==> config.mk <==
export PLATFORM = sky130hd
export DESIGN_NAME = smss_walk
export DESIGN_NICKNAME = d
export VERILOG_FILES = /design/src/hw/rtl/smss_pkg.sv /design/src/hw/rtl/smss_walk.sv
export SDC_FILE = /design/constraint.sdc
export NUM_CORES = 1
export LEC_CHECK = 0
export ABC_AREA = 1
export BUFFER_PORTS_ARGS = -buffer_cell sky130_fd_sc_hd__buf_2
export CORE_MARGIN = 10
export CORE_UTILIZATION = 40
export CTS_CLUSTER_DIAMETER = 100
export CTS_CLUSTER_SIZE = 30
export DETAILED_ROUTE_END_ITERATION = 6
export GPL_TIMING_DRIVEN = 0
export MAX_ROUTING_LAYER = met4
export PLACE_DENSITY = 0.61
export SLEW_MARGIN = 20
export SYNTH_ARGS = -nofsm -noshare
export SYNTH_HDL_FRONTEND = slang
export SYNTH_SLANG_ARGS = --single-unit
==> constraint.sdc <==
create_clock -name clock -period 3.8 [get_ports clock]
set_clock_uncertainty 0.05 [all_clocks]
set_input_delay 0.38 -clock clock [delete_from_list [all_inputs] [get_ports clock]]
set_output_delay 0.38 -clock clock [all_outputs]
set_load 0.05 [all_outputs]
==> src/hw/rtl/smss_pkg.sv <==
// Shared types and constants for the sorted matrix staircase search block.
package smss_pkg;

   localparam int ROW_W     = 4;
   localparam int COL_W     = 4;
   localparam int DATA_W    = 32;
   localparam int CFG_W     = 5;
   localparam int CSR_IDX_W = 2;

   localparam logic CMD_WRITE  = 1'b0;
   localparam logic CMD_SEARCH = 1'b1;

   localparam logic [CSR_IDX_W-1:0] CSR_ROWS_IN_USE = 2'd0;
   localparam logic [CSR_IDX_W-1:0] CSR_COLS_IN_USE = 2'd1;

   localparam logic [CFG_W-1:0] ROWS_IN_USE_RESET = 5'd16;
   localparam logic [CFG_W-1:0] COLS_IN_USE_RESET = 5'd16;

   typedef struct packed {
      logic             found;
      logic [ROW_W-1:0] row;
      logic [COL_W-1:0] col;
   } smss_res_type;

endpackage

==> src/hw/rtl/smss_walk.sv <==
// Staircase walk controller: issues one matrix read per cycle and steps left or down.
module smss_walk #(
   parameter int MAX_ROWS = 16,
   parameter int MAX_COLS = 16
) (
   input  logic                                                         clock,
   input  logic                                                         reset,
   input  logic                                                         start,
   input  logic signed [smss_pkg::DATA_W-1:0]                           key,
   input  logic [smss_pkg::CFG_W-1:0]                                   rows_cfg,
   input  logic [smss_pkg::CFG_W-1:0]                                   cols_cfg,
   input  logic                                                         slot_free,
   input  logic signed [smss_pkg::DATA_W-1:0]                           rd_data,
   output logic                                                         rd_en,
   output logic [((MAX_ROWS*MAX_COLS > 1) ? $clog2(MAX_ROWS*MAX_COLS) : 1)-1:0] rd_addr,
   output logic                                                         busy,
   output logic                                                         res_push,
   output smss_pkg::smss_res_type                                       res_ff
);

   localparam int DEPTH = MAX_ROWS * MAX_COLS;
   localparam int AW    = (DEPTH > 1) ? $clog2(DEPTH) : 1;
   localparam int XW    = $clog2(MAX_ROWS + 1);
   localparam int YW    = $clog2(MAX_COLS + 1);

   localparam logic [1:0] S_IDLE = 2'd0;
   localparam logic [1:0] S_WALK = 2'd1;
   localparam logic [1:0] S_DONE = 2'd2;

   logic [1:0]                         state_ff, state_in;
   logic [XW-1:0]                      x_ff, x_in;
   logic [YW-1:0]                      y_ff, y_in;
   logic signed [smss_pkg::DATA_W-1:0] key_ff, key_in;
   smss_pkg::smss_res_type             res_in;
   logic [XW-1:0]                      rows_eff;
   logic [YW-1:0]                      cols_eff;
   logic [XW-1:0]                      x_next;
   logic [YW-1:0]                      col_cur;
   logic [XW+3:0]                      x_wide;
   logic [YW+3:0]                      col_wide;

   function automatic logic [AW-1:0] rc_addr(input logic [XW-1:0] r, input logic [YW-1:0] c);
      logic [31:0] a;
      a = 32'(r) * 32'(MAX_COLS) + 32'(c);
      return a[AW-1:0];
   endfunction

   always_comb begin
      if (32'(rows_cfg) > 32'(MAX_ROWS)) begin
         rows_eff = XW'(MAX_ROWS);
      end else begin
         rows_eff = XW'(rows_cfg);
      end
      if (32'(cols_cfg) > 32'(MAX_COLS)) begin
         cols_eff = YW'(MAX_COLS);
      end else begin
         cols_eff = YW'(cols_cfg);
      end
   end

   assign x_next   = XW'(x_ff + 1'b1);
   assign col_cur  = YW'(y_ff - 1'b1);
   assign x_wide   = (XW+4)'(x_ff);
   assign col_wide = (YW+4)'(col_cur);

   assign busy     = (state_ff != S_IDLE);
   assign res_push = (state_ff == S_DONE) && slot_free;

   always_comb begin
      state_in = state_ff;
      x_in     = x_ff;
      y_in     = y_ff;
      key_in   = key_ff;
      res_in   = res_ff;
      rd_en    = 1'b0;
      rd_addr  = rc_addr(x_ff, col_cur);
      unique case (state_ff)
         S_IDLE: begin
            if (start) begin
               key_in     = key;
               x_in       = '0;
               y_in       = cols_eff;
               res_in     = '0;
               if ((rows_eff == '0) || (cols_eff == '0)) begin
                  state_in = S_DONE;
               end else begin
                  rd_en    = 1'b1;
                  rd_addr  = rc_addr('0, YW'(cols_eff - 1'b1));
                  state_in = S_WALK;
               end
            end
         end
         S_WALK: begin
            // rd_data holds the entry at row x, column y-1
            if (rd_data == key_ff) begin
               res_in.found = 1'b1;
               res_in.row   = x_wide[3:0];
               res_in.col   = col_wide[3:0];
               state_in     = S_DONE;
            end else if (rd_data > key_ff) begin
               if (y_ff == YW'(1)) begin
                  state_in = S_DONE;
               end else begin
                  y_in    = col_cur;
                  rd_en   = 1'b1;
                  rd_addr = rc_addr(x_ff, YW'(y_ff - 2'd2));
               end
            end else begin
               if (x_next == rows_eff) begin
                  state_in = S_DONE;
               end else begin
                  x_in    = x_next;
                  rd_en   = 1'b1;
                  rd_addr = rc_addr(x_next, col_cur);
               end
            end
         end
         S_DONE: begin
            if (slot_free) begin
               state_in = S_IDLE;
            end
         end
         default: begin
            state_in = S_IDLE;
         end
      endcase
   end

   always_ff @(posedge clock) begin
      if (reset) begin
         state_ff <= S_IDLE;
      end else begin
         state_ff <= state_in;
      end
   end

   always_ff @(posedge clock) begin
      x_ff   <= x_in;
      y_ff   <= y_in;
      key_ff <= key_in;
      res_ff <= res_in;
   end

endmodule

==> results of run 1 <==
==> metal layers <==
metal	vias to the layer above	GRT usage
met5	-	-
met4	0	0.0462
met3	13	0.0177
met2	79	0.221
met1	1452	0.152
li1	1675	-
==> worst max-delay path: cells and delay by family (launching register included) <==
family / cells / cell delay (ns)
adders and majority gates: 3 / 0.78
DFF: 1 / 0.37
buffers and inverters: 6 / 0.88
and+or+nand+nor: 5 / 0.38
AOI/OAI and AO/OA: 1 / 0.07
muxes: 1 / 0.09
xor gates and xnor gates: 1 / 0.19
==> Yosys cell counts (2+ instances only) <==
cell      count  area share
nand2_1      95       0.094
inv_1        81       0.080
edfxtp_1     51        0.40
ha_1         45        0.15
nor2_1       42       0.042
nand3_1      25       0.033
a21oi_1      19       0.025
o21ai_0      17       0.022
xor2_1       11       0.025
nand2_2       5      0.0082
xnor2_1       5       0.012
nand4_1       4      0.0066
o22ai_1       4      0.0066
nor2_2        3      0.0049
o211ai_1      3      0.0059
or2_2         3      0.0049
a21o_1        2      0.0040
clkbuf_1      2      0.0020
dfxtp_1       2       0.011
inv_2         2      0.0020
nand3_2       2      0.0053
nor4_1        2      0.0033
o21ai_1       2      0.0026
==> flip-flops by register name, summed over array words and instances, names as in the netlist <==
name	count
key_ff	32
res_ff	9
state_ff	2
x_ff	5
y_ff	5
==> kinds of logic after synthesis <==
family          count (synthesis)  share of synthesized area
fa+ha+maj                      45                      0.148
xor+xnor                       16                     0.0369
compound gates                 52                     0.0781
buf+inv                        88                     0.0900
simple gates                  189                      0.230
flops                          53                      0.414
mux                             1                    0.00264
==> per-stage QoR <==
stage	total power, mW	area [sq um]	util	hold WS, ns	worst slack, ns
after global placement	2.24	4440	0.481	0.507	-0.468
after floorplan	1.92	3800	-	0.429	0.0131
after CTS	2.61	4570	0.494	0.177	0.316
after detailed placement	2.28	4480	0.485	0.508	0.648
final	2.59	4570	0.494	0.183	0.296
after global routing	2.79	4570	0.494	0.167	0.0522
==> path summary, 6_finish.rpt <==
kind / end / startpoint / depth (start not counted) / slack [ns]
max reg2reg: x_ff[3]$_SDFFCE_PN0P_ / key_ff[7]$_DFFE_PP_ / 11 / 1.10
min: key_ff[27]$_DFFE_PP_ / key[27] / 1 / 0.18
max: rd_addr[5] / y_ff[0]$_DFFE_PP_ / 17 / 0.30
min reg2reg: state_ff[1]$_SDFFE_PP0P_ / state_ff[1]$_SDFFE_PP0P_ / 2 / 0.62
==> power breakdown <==
group          total [mW]  switching, mW  internal [mW]
sequential          0.856         0.0623          0.794
combinational        1.41          0.966          0.445
clock               0.320          0.189          0.130
total                2.59           1.22           1.37
==> layout make-up <==
type	count	area (sq um)
plain buffers	4	26.3
repair buffers	99	513
inverters	84	315
clock buffers	6	72.6
clock inverters	2	15.0
fillers	912	4670
flip-flops and latches	53	1570
well taps	129	161
multi-input cells	303	1890
==> results.py, run 1 <==
metrics = {
    "status": {
        "outcome": "completed",
    },
    "setup_path": {
        "cp-end-kind": "output port",
        "required_ns": 3.37,
        "cp_slowest_cell": "edfxtp_1",
        "critPathLaunchType": "flop",
        "crit_type": "flop to output port",
        "cp.arrival_ns": 3.07,
        "worstPathMaxFanout": 7,
        "max_stage_delay_ns": 0.37,
        "path_cells": "clkbuf_1, inv_1, ha_1, nand2_1, xor2_1, inv_1, ha_1, ha_1, mux2i_1, inv_1, nand3_1, nand2_1, inv_1, o21ai_1, nand2_1, nand2_1, buf_2",
    },
    "layout": {
        "final_cell_mix": "buf_2 (97), nand2_1 (95), inv_1 (81)",
        "finalNonFillerCells": 680,
        "diodes": 0,
        "synthToLayoutAreaGrowth_pct": 20.3,
        "nets": 673,
        "final_common_cell": "buf_2",
        "layout-drive-gt1-share": 0.236,
    },
    "logic_synthesis": {
        "syn_area_sq_mm": 0.00380,
        "yosysSeqAreaShare": 0.414,
        "syn_avg_cell_area_sq_um": 8.55,
        "synth_seq_cells": 53,
        "async_flop_share": 0,
        "synthFlopType": "edfxtp_1",
        "yosys_warnings": 0,
        "synthDistinctLibCells": 40,
        "postSynthCellCount": 444,
        "synth-edff-count": 51,
        "syn_nets": 567,
    },
    "timing": {
        "fin_setup_tns_ns": 0,
        "fin_crit_ns": 3.50,
        "final_max_slew_viol_count": 0,
        "hold_violations": 0,
        "setup_viol": 0,
        "worst_slew_pin_slew_ns": 0.547,
        "relSlewSlack": 0.633,
        "fin_crit_sh": 0.922,
        "rsz0062_at_grt": "no",
        "max_freq_mhz": 285,
    },
    "global_routing": {
        "grt_antenna_before_repair": 0,
        "grt_usage": 0.129,
        "globalRouteOverflowTotal": 0,
        "grt_pass1_wl_um": 14600,
        "grt_pass1_vias": 3300,
        "grt_max_degree": 28,
    },
    "clock_tree": {
        "insertion_delay_ns": 0.31,
        "cts_tree": "done",
        "h-tree-depth": 2,
        "cts_post_setup_buffers_inserted": 0,
        "cts_buffer_depth": 2,
        "ctsResizeCount": 0,
        "clock-root-buffer": "clkbuf_8",
        "path_clk_slew_ns": 0.11,
        "clock-sinks": 53,
        "ctsHoldBuffers": 0,
        "cts_inserted_buffers": 5,
    },
    "route": {
        "wl_met2_um": 4480,
        "drtPass1Iterations": 4,
        "num_vias": 3219,
        "wl_met3_um": 266,
        "routed_via_density": 4.73,
        "highest_layer": "met4",
        "wl_met1_um": 4130,
        "antenna_left": 0,
        "post_drt_wl_per_cell_um": 13.4,
        "drt-total-wl_um": 9080,
        "drc": 0,
        "initialDrtViolationCount": 157,
    },
    "floorplan": {
        "io_pins": 98,
        "fp.dieArea_sq_mm": 0.0138,
        "die_y_um": 117,
        "initial_core_util": 0.411,
        "core_sq_mm": 0.00924,
        "die_w_um": 117,
        "core.rowCount": 35,
    },
    "place": {
        "gp_congestion": 0.914,
        "io_buffer_count": 97,
        "dp.final_hpwl_um": 7700,
        "dp_cells": 672,
    },
    "pwr": {
        "pwr_density_cell_mw_per_mm2": 566,
        "cellLeakagePower_nw": 2.32,
        "ir_worst_vdd_uv": 542,
    },
    "run": {
        "drv_cap": 0,
    },
    "hold_path": {
        "hold_class": "input port to flop",
    },
}
No activity file was read; power rests on OpenSTA's default activity.
==> inputs of run 2 (changes only) <==
--- a/config.mk
+++ b/config.mk
@@ -7,14 +7,16 @@
 export LEC_CHECK = 0
 export ABC_AREA = 1
 export BUFFER_PORTS_ARGS = -buffer_cell sky130_fd_sc_hd__buf_2
+export CELL_PAD_IN_SITES_DETAIL_PLACEMENT = 2
+export CELL_PAD_IN_SITES_GLOBAL_PLACEMENT = 2
 export CORE_MARGIN = 10
-export CORE_UTILIZATION = 40
+export CORE_UTILIZATION = 31
 export CTS_CLUSTER_DIAMETER = 100
 export CTS_CLUSTER_SIZE = 30
 export DETAILED_ROUTE_END_ITERATION = 6
 export GPL_TIMING_DRIVEN = 0
 export MAX_ROUTING_LAYER = met4
-export PLACE_DENSITY = 0.61
+export PLACE_DENSITY = 0.78
 export SLEW_MARGIN = 20
 export SYNTH_ARGS = -nofsm -noshare
 export SYNTH_HDL_FRONTEND = slang
==> constraint.sdc (replaced) <==
create_clock -name clock -period 3.9 [get_ports clock]
set_clock_uncertainty 0.05 [all_clocks]
set_input_delay 0.39 -clock clock [delete_from_list [all_inputs] [get_ports clock]]
set_output_delay 0.39 -clock clock [all_outputs]
set_load 0.05 [all_outputs]
==> run 2 against run 1 <==
Against the previous run: non-clock buffer count is the same; utilization shrank 11 points; worst setup slack got worse by 0.033 ns; sequential share of layout area down 0.59 points; first-iteration DRC count is 27% lower; register-to-register slack hardly changed; critical path type unchanged; critical endpoint unchanged; largest cell class unchanged.
==> results.py, run 2 (synthesis gave the netlist of run 1 again) <==
metrics = {
    "status": {
        "outcome": "completed",
    },
    "setup_path": {
        "crit_type": "flop to output port",
        "cp-end-kind": "output port",
        "cp.arrival_ns": 3.20,
        "crit_family": "buffers and inverters",
        "path_cells": "clkbuf_1, inv_1, ha_1, nand2_1, xor2_1, inv_1, ha_1, ha_1, mux2i_1, inv_1, nand3_1, nand2_1, inv_1, o21ai_1, nand2_1, nand2_1, buf_2",
        "critPathLaunchType": "flop",
        "cp_slowest_cell": "edfxtp_1",
        "required_ns": 3.46,
        "path_buf_inv": 6,
        "max_stage_delay_ns": 0.37,
        "worstPathMaxFanout": 7,
    },
    "route": {
        "drt-total-wl_um": 11700,
        "antenna_left": 0,
        "post_drt_wl_per_cell_um": 16.8,
        "routed_via_density": 4.76,
        "drtPass1Iterations": 4,
        "wl_met3_um": 423,
        "highest_layer": "met4",
        "wl_met2_um": 6160,
        "drc": 0,
        "initialDrtViolationCount": 115,
        "wl_met1_um": 4980,
        "num_vias": 3321,
    },
    "timing": {
        "max_freq_mhz": 275,
        "relSlewSlack": 0.651,
        "worst_slew_pin_slew_ns": 0.518,
        "fin_crit_sh": 0.933,
        "setup_viol": 0,
        "hold_slack_ns": 0.208,
        "hold_violations": 0,
        "final_max_slew_viol_count": 0,
        "fin_crit_ns": 3.64,
        "rsz0062_at_grt": "no",
    },
    "floorplan": {
        "fp.dieArea_sq_mm": 0.0171,
        "die_y_um": 131,
        "io_pins": 98,
        "core_sq_mm": 0.0120,
        "initial_core_util": 0.316,
        "core.rowCount": 40,
        "die_w_um": 131,
    },
    "layout": {
        "top_register": "key_ff",
        "nets": 673,
        "reg.largest.list": "key_ff x32, res_ff x9",
        "fin_util": 0.387,
        "final_common_cell": "buf_2",
        "layout-drive-gt1-share": 0.234,
        "largest_reg_flops": 32,
        "final_cell_mix": "buf_2 (97), nand2_1 (95), inv_1 (81)",
        "synthToLayoutAreaGrowth_pct": 22.4,
        "diodes": 0,
    },
    "pwr": {
        "p_sw_mw": 1.28,
        "total_power_mw": 2.74,
        "clkPwrFrac": 0.164,
        "pwr-share-seq": 0.308,
        "swShare": 0.469,
        "p_int_mw": 1.46,
        "cellLeakagePower_nw": 2.36,
        "ir_worst_vdd_uv": 374,
        "p_comb_frac": 0.529,
        "pwr_density_cell_mw_per_mm2": 589,
    },
    "clock_tree": {
        "path_clk_slew_ns": 0.07,
        "clock-root-buffer": "clkbuf_16",
        "insertion_delay_ns": 0.30,
        "cts_post_setup_buffers_inserted": 0,
        "cts_inserted_buffers": 5,
        "cts_tree": "done",
        "ctsResizeCount": 0,
        "cts_buffer_depth": 2,
        "clock-sinks": 53,
        "ctsHoldBuffers": 0,
        "h-tree-depth": 2,
    },
    "global_routing": {
        "grt_pass1_vias": 3788,
        "grt_antenna_before_repair": 0,
        "grt_max_degree": 24,
        "globalRouteOverflowTotal": 0,
        "grt_usage": 0.146,
        "grt_pass1_wl_um": 19100,
    },
    "place": {
        "dp.final_hpwl_um": 10000,
        "io_buffer_count": 97,
        "gp_congestion": 0.799,
    },
    "hold_path": {
        "hold_class": "input port to flop",
    },
    "run": {
        "drv_cap": 0,
    },
}
[run 2: cell types whose count changed in the layout (fill, tap and decap cells not counted), sizes merged]
cell	previous run	this run
clkinv	1	2
clkbuf	8	9
clkinvlp	2	0
[run 2: worst paths after layout]
check	startpoint	endpoint	slack (ns)	cells past startpoint
min reg2reg	x_ff[4]$_SDFFCE_PN0P_	x_ff[4]$_SDFFCE_PN0P_	0.59	2
max	y_ff[0]$_DFFE_PP_	rd_addr[5]	0.26	17
max reg2reg	key_ff[11]$_DFFE_PP_	x_ff[4]$_SDFFCE_PN0P_	1.11	11
min	key[29]	key_ff[29]$_DFFE_PP_	0.21	1
[run 2: layout make-up]
type,instances,area [sq um]
Tap cell,147,184
Multi-Input combinational cell,303,1890
Inverter,84,315
Sequential cell,53,1570
Timing Repair Buffer,99,520
Fill cell,1398,7360
Buffer,4,26.3
Clock inverter,1,5.00
Clock buffer,7,133
[run 2: routing by layer]
metal,vias up,GRT usage
li1,1664,-
met1,1584,0.165
met2,63,0.262
met3,10,0.0242
met4,0,0.0405
met5,-,-
[run 2: power by group through the flow]
stage	clock, mW	combinational, mW	sequential [mW]
after floorplan	0	0.961	0.907
after global placement	0	1.37	0.853
after detailed placement	0	1.46	0.858
after CTS	0.457	1.48	0.845
after global routing	0.478	1.61	0.856
final	0.448	1.45	0.842
[run 2: worst reg2reg max path, stage by stage (launching register included)]
cell and delay [ns]:
edfxtp_1 0.33, inv_1 0.05, ha_1 0.32, nand2_1 0.08, nor2_1 0.10, nand2_1 0.09
nor2_1 0.26, nor4b_4 0.31, nor2_1 0.16, nand2_1 0.17, o21ai_0 0.10, nor2_1 0.40
[run 2: stage by stage]
step / setup WS (ns) / std cells / instance area (sq um) / TNS [ns]
CTS: 0.216 / 698 / 4650 / 0
global route: 0.00172 / 698 / 4650 / 0
detailed placement: 0.555 / 690 / 4510 / 0
finish: 0.263 / 698 / 4650 / 0
global placement: -0.657 / 688 / 4470 / -4.68
floorplan: 0.103 / 444 / 3800 / 0
==> inputs of run 3 (changes only) <==
--- a/config.mk
+++ b/config.mk
@@ -11,6 +11,7 @@
 export CELL_PAD_IN_SITES_GLOBAL_PLACEMENT = 2
 export CORE_MARGIN = 10
 export CORE_UTILIZATION = 31
+export CTS_BUF_LIST = sky130_fd_sc_hd__clkbuf_16
 export CTS_CLUSTER_DIAMETER = 100
 export CTS_CLUSTER_SIZE = 30
 export DETAILED_ROUTE_END_ITERATION = 6
==> run 3 against run 2 <==
Against the previous run: cell count unchanged; clock power decreased by 1%; global-route usage unchanged; first-iteration DRC count unchanged; worst hold slack improved by 0.00095 ns; sequential share of layout area unchanged; flip-flop and latch count unchanged; power decreased by 0.23%; cell area unchanged; worst setup slack unchanged; register-to-register slack about the same; die area unchanged.
==> results.py, run 3 (synthesis gave the netlist of run 1 again) <==
metrics = {
    "setup_path": {
        "timing.rr.end": "x_ff[4]$_SDFFCE_PN0P_",
        "r2r_start": "key_ff[7]$_DFFE_PP_",
        "critPathLaunchType": "flop",
        "max_stage_delay_ns": 0.37,
        "required_ns": 3.46,
        "crit_type": "flop to output port",
        "worstPathMaxFanout": 7,
        "r2r_cells": 11,
        "cp_slowest_cell": "edfxtp_1",
        "path_cells": "clkbuf_1, inv_1, ha_1, nand2_1, xor2_1, inv_1, ha_1, ha_1, mux2i_1, inv_1, nand3_1, nand2_1, inv_1, o21ai_1, nand2_1, nand2_1, buf_2",
        "cp-end-kind": "output port",
        "path_buf_inv": 6,
        "cp.arrival_ns": 3.20,
        "crit_family": "buffers and inverters",
        "rrSetupSlack_ns": 1.11,
    },
    "timing": {
        "fin_setup_tns_ns": 0,
        "hold_violations": 0,
        "fin_crit_ns": 3.64,
        "hold_slack_ns": 0.209,
        "setup_viol": 0,
        "max_freq_mhz": 275,
        "final_max_slew_viol_count": 0,
        "relSlewSlack": 0.651,
        "fin_crit_sh": 0.933,
        "worst_slew_pin_slew_ns": 0.518,
        "rsz0062_at_grt": "no",
    },
    "pwr": {
        "total_power_mw": 2.73,
        "cellLeakagePower_nw": 2.36,
        "pwr_density_cell_mw_per_mm2": 588,
        "ir_worst_vdd_uv": 374,
    },
    "hold_path": {
        "holdCritStartpoint": "key[29]",
        "min_to": "key_ff[29]$_DFFE_PP_",
        "whs_path_depth": 1,
        "hold_class": "input port to flop",
    },
    "layout": {
        "top_register": "key_ff",
        "synthToLayoutAreaGrowth_pct": 22.4,
        "diodes": 0,
        "reg.largest.list": "key_ff x32, res_ff x9",
        "largest_reg_flops": 32,
        "layout-drive-gt1-share": 0.234,
        "nets": 673,
        "final_cell_mix": "buf_2 (97), nand2_1 (95), inv_1 (83)",
        "final_common_cell": "buf_2",
    },
    "global_routing": {
        "globalRouteOverflowTotal": 0,
        "grt_antenna_before_repair": 0,
        "grt_max_degree": 24,
        "grt_usage": 0.146,
        "grt_pass1_wl_um": 19100,
        "grt_pass1_vias": 3788,
    },
    "place": {
        "dp.final_hpwl_um": 10000,
        "gp_congestion": 0.799,
        "io_buffer_count": 97,
    },
    "floorplan": {
        "io_pins": 98,
        "fp.dieArea_sq_mm": 0.0171,
        "die_y_um": 131,
        "core.rowCount": 40,
        "initial_core_util": 0.316,
        "core_sq_mm": 0.0120,
        "die_w_um": 131,
    },
    "route": {
        "wl_met3_um": 423,
        "wl_met1_um": 4970,
        "drtPass1Iterations": 4,
        "initialDrtViolationCount": 115,
        "post_drt_wl_per_cell_um": 16.8,
        "wl_met2_um": 6170,
        "drt-total-wl_um": 11700,
        "routed_via_density": 4.76,
        "highest_layer": "met4",
        "num_vias": 3321,
        "antenna_left": 0,
        "drc": 0,
    },
    "clock_tree": {
        "h-tree-depth": 2,
        "cts_post_setup_buffers_inserted": 0,
        "path_clk_slew_ns": 0.07,
        "ctsResizeCount": 0,
        "cts_inserted_buffers": 5,
        "insertion_delay_ns": 0.30,
        "clock-sinks": 53,
        "cts_buffer_depth": 2,
        "clock-root-buffer": "clkbuf_16",
        "ctsHoldBuffers": 0,
        "cts_tree": "done",
    },
    "status": {
        "outcome": "completed",
    },
    "run": {
        "drv_cap": 0,
    },
}
run 3: routing by layer:
layer	global-route usage	vias up
li1	-	1664
met1	0.165	1584
met2	0.262	63
met3	0.0242	10
met4	0.0405	0
met5	-	-
run 3: final cells by class:
cell class	instances	area [sq um]
Clock inverter	3	12.5
Buffer	4	26.3
Timing Repair Buffer	99	520
Sequential cell	53	1570
Fill cell	1398	7360
Clock buffer	5	125
Multi-Input combinational cell	303	1890
Tap cell	147	184
Inverter	84	315
run 3: power by group:
group	switching (mW)	leakage, nW	internal (mW)
registers	0.0679	0.512	0.775
clock network	0.209	0.0762	0.233
logic	1.01	1.78	0.442
total	1.28	2.36	1.45
run 3: worst max path at each step:
stage                             start         end  slack, ns  cells after the start
2_1_floorplan  state_ff[1]$_SDFFE_PP0P_  rd_addr[1]       0.10                      5
3_3_place_gp   state_ff[1]$_SDFFE_PP0P_  rd_addr[1]      -0.66                      6
3_5_place_dp          y_ff[0]$_DFFE_PP_  rd_addr[5]       0.55                     17
4_1_cts               y_ff[0]$_DFFE_PP_  rd_addr[5]       0.22                     17
5_1_grt               y_ff[0]$_DFFE_PP_  rd_addr[5]      0.002                     17
6_report              y_ff[0]$_DFFE_PP_  rd_addr[5]       0.26                     17
run 3: worst reg2reg max path: stages, from the launching register on:
cell and delay [ns]:
edfxtp_1 0.32, inv_1 0.04, ha_1 0.28, nand2_1 0.07
nor2_1 0.18, nand4_1 0.10, nor2_1 0.25, nor4b_4 0.31
nor2_1 0.16, nand2_1 0.17, o21ai_0 0.10, nor2_1 0.40
run 3: stage by stage:
stage / setup slack [ns] / cells / utilization / area [sq um]
3_3_place_gp: -0.657 / 688 / 0.372 / 4470
4_1_cts: 0.216 / 698 / 0.387 / 4650
6_report: 0.263 / 698 / 0.387 / 4650
5_1_grt: 0.00172 / 698 / 0.387 / 4650
2_1_floorplan: 0.103 / 444 / - / 3800
3_5_place_dp: 0.555 / 690 / 0.375 / 4510
